<file path="src/hdl/mec_pkg.sv">
// Shared types and constants for the Mandelbrot escape-time counter.
// No dependencies; used by mec_ctrl, mec_datapath and the top level.
package mec_pkg;

  localparam int FRAC_BITS = 28;
  localparam int C_W       = 32;
  localparam int CNT_W     = 12;
  localparam int MAG_W     = FRAC_BITS + 1;
  localparam int PROD_W    = 2 * MAG_W;
  localparam int SQ_W      = PROD_W - FRAC_BITS;
  localparam int XY_W      = PROD_W - FRAC_BITS + 1;
  localparam int Z_W       = ((FRAC_BITS + 3 > C_W) ? FRAC_BITS + 3 : C_W) + 2;

  localparam logic [CNT_W-1:0] MAX_ITER_RESET = CNT_W'(511);

  typedef enum logic [1:0] {
    ST_IDLE,
    ST_MUL,
    ST_UPD,
    ST_FIN
  } state_t;

  typedef struct packed {
    logic load;
    logic mul_en;
    logic upd_en;
  } cmd_t;

  typedef struct packed {
    logic limit;
    logic big;
    logic outside;
  } status_t;

endpackage

</file>
<file path="src/hdl/mec_ctrl.sv">
// Sequencer for the escape-time iteration: accept, multiply, update, finish.
// Depends on mec_pkg; drives mec_datapath through cmd_t, reads status_t.
module mec_ctrl (
  input  logic              clk,
  input  logic              rst,
  input  logic              in_valid,
  output logic              in_stall,
  output logic              out_load,
  input  logic              out_busy,
  output mec_pkg::cmd_t     cmd,
  input  mec_pkg::status_t  status
);

  mec_pkg::state_t state, state_next;

  always_ff @(posedge clk) begin
    if (rst) begin
      state <= mec_pkg::ST_IDLE;
    end else begin
      state <= state_next;
    end
  end

  always_comb begin
    state_next = state;
    in_stall   = 1'b1;
    out_load   = 1'b0;
    cmd        = '0;
    unique case (state)
      mec_pkg::ST_IDLE: begin
        in_stall = 1'b0;
        if (in_valid) begin
          cmd.load   = 1'b1;
          state_next = mec_pkg::ST_MUL;
        end
      end
      mec_pkg::ST_MUL: begin
        if (status.limit) begin
          state_next = mec_pkg::ST_FIN;
        end else begin
          cmd.mul_en = 1'b1;
          state_next = mec_pkg::ST_UPD;
        end
      end
      mec_pkg::ST_UPD: begin
        if (status.big || status.outside) begin
          state_next = mec_pkg::ST_FIN;
        end else begin
          cmd.upd_en = 1'b1;
          state_next = mec_pkg::ST_MUL;
        end
      end
      mec_pkg::ST_FIN: begin
        if (!out_busy) begin
          out_load   = 1'b1;
          state_next = mec_pkg::ST_IDLE;
        end
      end
      default: state_next = mec_pkg::ST_IDLE;
    endcase
  end

endmodule

</file>
<file path="config.mk">
export PLATFORM = sky130hd
export DESIGN_NAME = mec_ctrl
export DESIGN_NICKNAME = d
export VERILOG_FILES = /design/src/hdl/mec_pkg.sv /design/src/hdl/mec_ctrl.sv
export SDC_FILE = /design/constraint.sdc
export NUM_CORES = 1
export LEC_CHECK = 0
export BUFFER_PORTS_ARGS = -buffer_cell sky130_fd_sc_hd__buf_2
export CORE_AREA = 2 2 39 41
export CTS_CLUSTER_DIAMETER = 150
export DETAILED_ROUTE_END_ITERATION = 12
export DIE_AREA = 0 0 41 43
export GPL_ROUTABILITY_DRIVEN = 0
export SLEW_MARGIN = 20
export SYNTH_ARGS = -nofsm -noshare
export SYNTH_HDL_FRONTEND = slang
export SYNTH_SLANG_ARGS = --single-unit
</file>
<file path="constraint.sdc">
create_clock -name clk -period 1.31 [get_ports clk]
set_input_delay 0.1965 -clock clk [delete_from_list [all_inputs] [get_ports clk]]
set_output_delay 0.1965 -clock clk [all_outputs]
set_load 0.01 [all_outputs]
</file>
* After elaboration in Yosys (flattened, before gate mapping)
Cells that the tools add are included.
** Cells by class
- Shift-type cells :: 0
- Div/mod/pow operators :: 0
- Add/subtract/negate cells :: 0
- Equality and inequality tests :: 5
- Reduce and logical (&&, ||, !) cells :: 3
- Mux-type cells :: 14
- Bitwise gates (word level) :: 0
- Multiply operators :: 0
- Magnitude comparators :: 0
** Operator list (count)
- $mux 1 :: 10
- $pmux 2 s4 :: 1
- $mux 2 :: 3
- $eq 2x2->1 const B :: 2
- $ne 2x2->1 const B :: 2
- $eq 2x1->1 const B :: 1
- $logic_not 2->1 :: 1
- $reduce_and 2->1 :: 1
- $logic_or 1x1->1 :: 1
** Storage, ports and cells
- Word-level logic and storage cells :: 23
- Output and inout bits :: 5
- Latch bits :: 0
- Memories :: 0
- Register bits :: 2
- Memory bits (writable) :: 0
- Bits in read-only memories :: 0

* Longest topological paths before layout
Gate-level depths: netlist of the first run.
- Word-level depth :: 3
- Gate-level depth with buffers :: 3
- Depth with buffers taken out :: 3

* Worst setup path before layout of the first run
No wires, ideal clock.
- Path type :: reg2out
- Start :: reg state[1]
- End :: out cmd[0] (netlist name)
- Path slack :: 0.259 ns
- Required time :: 1.113 ns
- Path buffers :: 0
- Arrival :: 0.855 ns
- Stages on the path, launching flop included :: 3
- Cells stage by stage :: dfxtp_1 > inv_2 > nor4_1
** RTL lines
- from (decl) :: RTL line mec_ctrl.sv:14 : mec_pkg::state_t state, state_next;
- from (signal assigned) :: RTL line mec_ctrl.sv:18 : state <= mec_pkg::ST_IDLE;
- from (signal assigned) :: RTL line mec_ctrl.sv:20 : state <= state_next;
- to (decl) :: RTL line mec_ctrl.sv:10 : output mec_pkg::cmd_t cmd,

==> flow_metrics.py, run 1 <==
metrics = {
    "outcome": {
        "outcome": "completed",
    },
    "synthesis": {
        "synthAdderAreaFrac_pct": 0,
        "yosys_warnings": 0,
        "synth.cell_area_um2": 120,
        "synth_top_cell_area_share_pct": 33.3,
        "synth_top_family_by_area": "simple AND/OR/NAND/NOR gates",
        "synth_nets": 23,
        "synth.distinct_cells": 12,
        "synth_compound_area_share_pct": 14.6,
        "synth-simple-area-share_pct": 37.5,
        "ys_ff_latch": 2,
        "synth.area.top_cells": "dfxtp_1 (33%), nor3b_1 (13%), nor2_1 (9.4%)",
        "syn_inst": 16,
        "yosysTopAreaCell": "dfxtp_1",
        "muxShareOfSynthArea_pct": 8.33,
        "syn_area_per_cell_um2": 7.51,
        "synth_xor_area_share_pct": 0,
        "ys_seq_area_share_pct": 33.3,
    },
    "cells_and_area": {
        "regMostFlops": "state",
        "final_nets": 39,
        "drive_gt1_share_pct": 63.3,
        "diodes": 0,
        "largest_register_ffs": 2,
        "fin_util_pct": 16.5,
        "synthToLayoutAreaGrowth_pct": 90.6,
        "reg_top3": "state x2",
        "fin_area_um2": 229,
    },
    "power_and_ir_drop": {
        "leakagePower_nw": 0.108,
        "irDropWorstVdd_v": 0.000121,
        "power_density_mw_per_mm2": 1190,
        "total_power_mw": 0.273,
    },
    "sta": {
        "setup_slack_ns": 0.0943,
        "finalSetupViolations": 0,
        "fmax_mhz": 823,
        "fin_tns_setup_ns": 0,
        "worstMarginPinSlew_ns": 0.186,
        "finalCritPeriodShare_pct": 92.8,
        "finClkSkew_ns": 0.00265,
        "slew_violations": 0,
        "relSlewSlack_pct": 87.5,
        "hold_viol_final": 0,
        "period_needed_ns": 1.22,
    },
    "floorplan": {
        "rows": 14,
        "die-area_mm2": 0.00176,
        "initial_core_util_pct": 8.68,
        "core_area_mm2": 0.00138,
        "die_width_um": 41,
        "ios": 12,
        "die_y_um": 43,
    },
    "route": {
        "drt.antenna.violating_nets": 0,
        "wirelength_um": 323,
        "drc": 0,
        "drt_iter0_drc": 0,
        "route.detailed.wl_per_inst_um": 7.02,
        "via_per_inst": 3.57,
        "firstDrtPassIters": 1,
        "via_count": 164,
    },
    "global_routing": {
        "antenna_found_initial": 0,
        "use_met1_pct": 1.59,
        "use_met3_pct": 0,
        "grt-busiest-layer": "met4",
        "grt-ovfl-total": 0,
        "gr-usage-met2_pct": 6.25,
        "grt_usage_pct": 4.30,
        "grt_pass1_wl_um": 400,
        "grt_max_degree": 8,
        "grt_pass1_vias": 147,
    },
    "setup_path": {
        "rr_worst_depth": 3,
        "reg2reg_from": "state[1]",
        "critPathArrivalTime_ns": 1.02,
        "worst_setup_path_end_kind": "output pin",
        "ff2ff_setup_slack_ns": 0.38,
        "rr_endpoint": "state[1]",
        "critPathLaunchType": "register",
        "worstSetupPathType": "register to output pin",
        "crit_required_ns": 1.11,
        "worst-path-max-fanout": 7,
    },
    "clocking": {
        "cts_buffers": 3,
        "clk_latency_ns": 0.22,
        "clk_path_buf_depth": 2,
        "cts-root-buf": "clkbuf_4",
        "ctsHoldBuffers": 0,
        "cts_tree": "built",
        "htree_levels": 1,
        "clock_sinks": 2,
        "cts.reportedPaths.clkPinSlew_ns": 0.03,
    },
    "placement": {
        "post_dp_cell_area_um2": 195,
        "pre_cts_ws_ns": 0.250,
        "port_buffers": 11,
    },
    "min_path": {
        "hold_start": "rst",
        "min_path_cells": 2,
        "hp-class": "input pin to register",
        "hold_path_end": "state[1]",
    },
    "flow_run": {
        "max-cap-violations": 0,
    },
}
## area by class of cell
class	instances	area (um^2)
multi-input combinational	12	81.3
inverter	2	7.51
sequential	2	42.5
fill	162	1150
tap	16	20.0
clock buffer	3	22.5
timing repair buffer	11	55.1
## what timing repair did
item,CTS,global route
gates resized for setup,0,4
endpoints found under the setup margin,0,2
buffers inserted,0,0
## routing by layer
metal / up-vias / wire length [um]
li1: 86 / -
met1: 71 / 119
met2: 7 / 171
met3: 0 / 32
met4: 0 / 0
met5: - / 0
## how the worst max path moves through the flow
stage | startpoint | to | slack (ns) | cells after the start
after floorplan | state[1] | cmd[0] | 0.26 | 2
after global placement | state[0] | cmd[2] | 0.26 | 3
after detailed placement | state[0] | cmd[2] | 0.25 | 3
after CTS | state[0] | cmd[2] | 0.001 | 3
after global routing | state[1] | cmd[0] | -0.007 | 3
final | state[0] | cmd[2] | 0.09 | 3
## critical path, stage by stage, from the launching register on
cell	delay, ns
dfxtp_2	0.34
or2_4	0.26
nor2_1	0.08
buf_2	0.13
## placed cells by master (no fill, tap or decap)
cell type / n
a211oi_1: 1
clkbuf_4: 3
or3_1: 1
buf_2: 11
mux2i_1: 1
inv_1: 1
inv_2: 1
a21oi_1: 1
nor4_2: 1
nor3b_1: 2
o21ai_0: 1
or2_4: 1
dfxtp_2: 2
nor2_1: 3
## stage by stage
step	std cells	hold slack (ns)
floorplan	16	0.266
global placement	43	0.386
detailed placement	43	0.382
CTS	46	0.143
global route	46	0.150
finish	46	0.143
## cell usage after synthesis
master,count
nor2_1,3
mux2i_1,1
nor3b_1,2
a21oi_1,1
or2_2,1
inv_2,1
a211oi_1,1
o21ai_0,1
or3_1,1
inv_1,1
nor4_1,1
dfxtp_1,2
## logic make-up (layout without fill, tap and decap cells)
kind of cell / after synthesis / count (layout)
AOI/OAI and AO/OA: 3 / 3
and+or+nand+nor: 8 / 8
buffers and inverters: 2 / 16
muxes: 1 / 1
DFF: 2 / 2
## report_power, final
part | internal, mW | switching (mW) | total (mW)
sequential | 0.0693 | 0.00919 | 0.0784
combinational | 0.0315 | 0.0270 | 0.0585
clock | 0.101 | 0.0349 | 0.136
Power figures use the tool's default switching activity.
==> run 2, diff against run 1 <==
==> constraint.sdc (replaced) <==
create_clock -name clk -period 1.36 [get_ports clk]
set_input_delay 0.204 -clock clk [delete_from_list [all_inputs] [get_ports clk]]
set_output_delay 0.204 -clock clk [all_outputs]
set_load 0.01 [all_outputs]
==> flow_metrics.py, run 2 (same netlist as run 1, synthesis figures left out) <==
metrics = {
    "cells_and_area": {
        "final_cell_mix": "buf_2 (11), nor2_1 (3), clkbuf_4 (3)",
        "synthToLayoutAreaGrowth_pct": 84.4,
        "fill_cells": 163,
        "reg_top3": "state x2",
        "regMostFlops": "state",
        "final_nets": 39,
        "largest_register_ffs": 2,
        "diodes": 0,
        "layout_commonest_cell": "buf_2",
        "drive_gt1_share_pct": 56.7,
    },
    "setup_path": {
        "reg2reg_from": "state[1]",
        "critPathLaunchType": "register",
        "rr_worst_depth": 3,
        "worst_setup_path_end_kind": "output pin",
        "critPathArrivalTime_ns": 1.08,
        "worst-path-max-fanout": 4,
        "worstSetupPathType": "register to output pin",
        "crit_required_ns": 1.16,
        "rr_endpoint": "state[1]",
        "ff2ff_setup_slack_ns": 0.39,
    },
    "floorplan": {
        "die_width_um": 41,
        "core_area_mm2": 0.00138,
        "die_y_um": 43,
        "ios": 12,
        "initial_core_util_pct": 8.68,
        "rows": 14,
        "die-area_mm2": 0.00176,
    },
    "power_and_ir_drop": {
        "leakagePower_nw": 0.107,
        "irDropWorstVdd_v": 0.000129,
        "total_power_mw": 0.264,
        "power_density_mw_per_mm2": 1190,
    },
    "clocking": {
        "htree_levels": 1,
        "cts.reportedPaths.clkPinSlew_ns": 0.03,
        "post_cts_buffers": 0,
        "clock_sinks": 2,
        "clk_path_buf_depth": 2,
        "cts_tree": "built",
        "cts_buffers": 3,
        "cts-root-buf": "clkbuf_4",
        "clk_latency_ns": 0.23,
    },
    "global_routing": {
        "grt_usage_pct": 4.91,
        "use_met3_pct": 3.14,
        "grt_pass1_wl_um": 462,
        "use_met1_pct": 2.88,
        "gr-usage-met2_pct": 5.94,
        "grt-ovfl-total": 0,
        "antenna_found_initial": 0,
        "grt-busiest-layer": "met4",
        "grt_pass1_vias": 141,
        "grt_max_degree": 8,
    },
    "sta": {
        "slew_violations": 0,
        "finalSetupViolations": 0,
        "finalCritPeriodShare_pct": 94.3,
        "worstMarginPinSlew_ns": 0.195,
        "rsz0062_at_grt": "no",
        "relSlewSlack_pct": 86.9,
        "period_needed_ns": 1.28,
        "fin_tns_setup_ns": 0,
        "hold_viol_final": 0,
        "finClkSkew_ns": 0.00293,
        "fmax_mhz": 780,
    },
    "route": {
        "drt_iter0_drc": 0,
        "drc": 0,
        "wirelength_um": 333,
        "drt.antenna.violating_nets": 0,
        "route.detailed.wl_per_inst_um": 7.24,
        "firstDrtPassIters": 1,
        "via_count": 164,
        "via_per_inst": 3.57,
    },
    "outcome": {
        "outcome": "completed",
    },
    "min_path": {
        "hold_start": "rst",
        "min_path_cells": 2,
        "hp-class": "input pin to register",
        "hold_path_end": "state[1]",
    },
    "placement": {
        "port_buffers": 11,
    },
    "flow_run": {
        "max-cap-violations": 0,
    },
}
run 2: cell counts in the layout (fill, tap and decap cells not counted):
No cell type changed its count.
run 2: per-layer routing:
metal	share of wire, %	vias up
met5	0	-
met4	4.8	0
met1	38	68
met3	9.9	2
met2	47	9
li1	-	85
run 2: repair_timing:
action / in CTS / in global routing
hold buffers: 0 / 0
resized for setup: 0 / 2
setup endpoints to repair: 0 / 1
run 2: stage by stage:
stage	instances	hold slack [ns]	worst slack [ns]	cell area, um^2	utilization (%)
finish	46	0.152	0.0779	221	16.0
global placement	43	0.389	0.302	195	14.1
detailed placement	43	0.388	0.289	195	14.1
global route	46	0.152	0.0217	221	16.0
CTS	46	0.140	0.0365	218	15.7
floorplan	16	0.273	0.301	120	-
run 2: power breakdown:
group	internal, mW	leakage, nW	switching, mW	total (mW)
combinational	0.0299	0.0762	0.0250	0.0549
sequential	0.0660	0.0168	0.00804	0.0741
clock	0.0977	0.0138	0.0377	0.135
run 2: worst max path at each step:
stage / startpoint / endpoint / slack [ns] / cells after the start
floorplan: state[1] / cmd[0] / 0.30 / 2
global placement: state[0] / cmd[2] / 0.30 / 3
detailed placement: state[0] / cmd[2] / 0.29 / 3
CTS: state[0] / cmd[2] / 0.04 / 3
global route: state[1] / cmd[0] / 0.02 / 3
finish: state[1] / cmd[0] / 0.08 / 3
run 2: final cells by class:
class | instances | area [um^2] | area share (%)
multi-input cells | 12 | 75.1 | 33.9
repair buffers | 11 | 55.1 | 24.9
flip-flops and latches | 2 | 41.3 | 18.6
clock buffers | 3 | 22.5 | 10.2
well taps | 16 | 20.0 | 9.04
inverters | 2 | 7.51 | 3.39
run 2: worst max-delay path, stage by stage (launching register included):
cell,delay [ns]
dfxtp_1,0.38
inv_2,0.07
nor4_1,0.23
buf_2,0.17
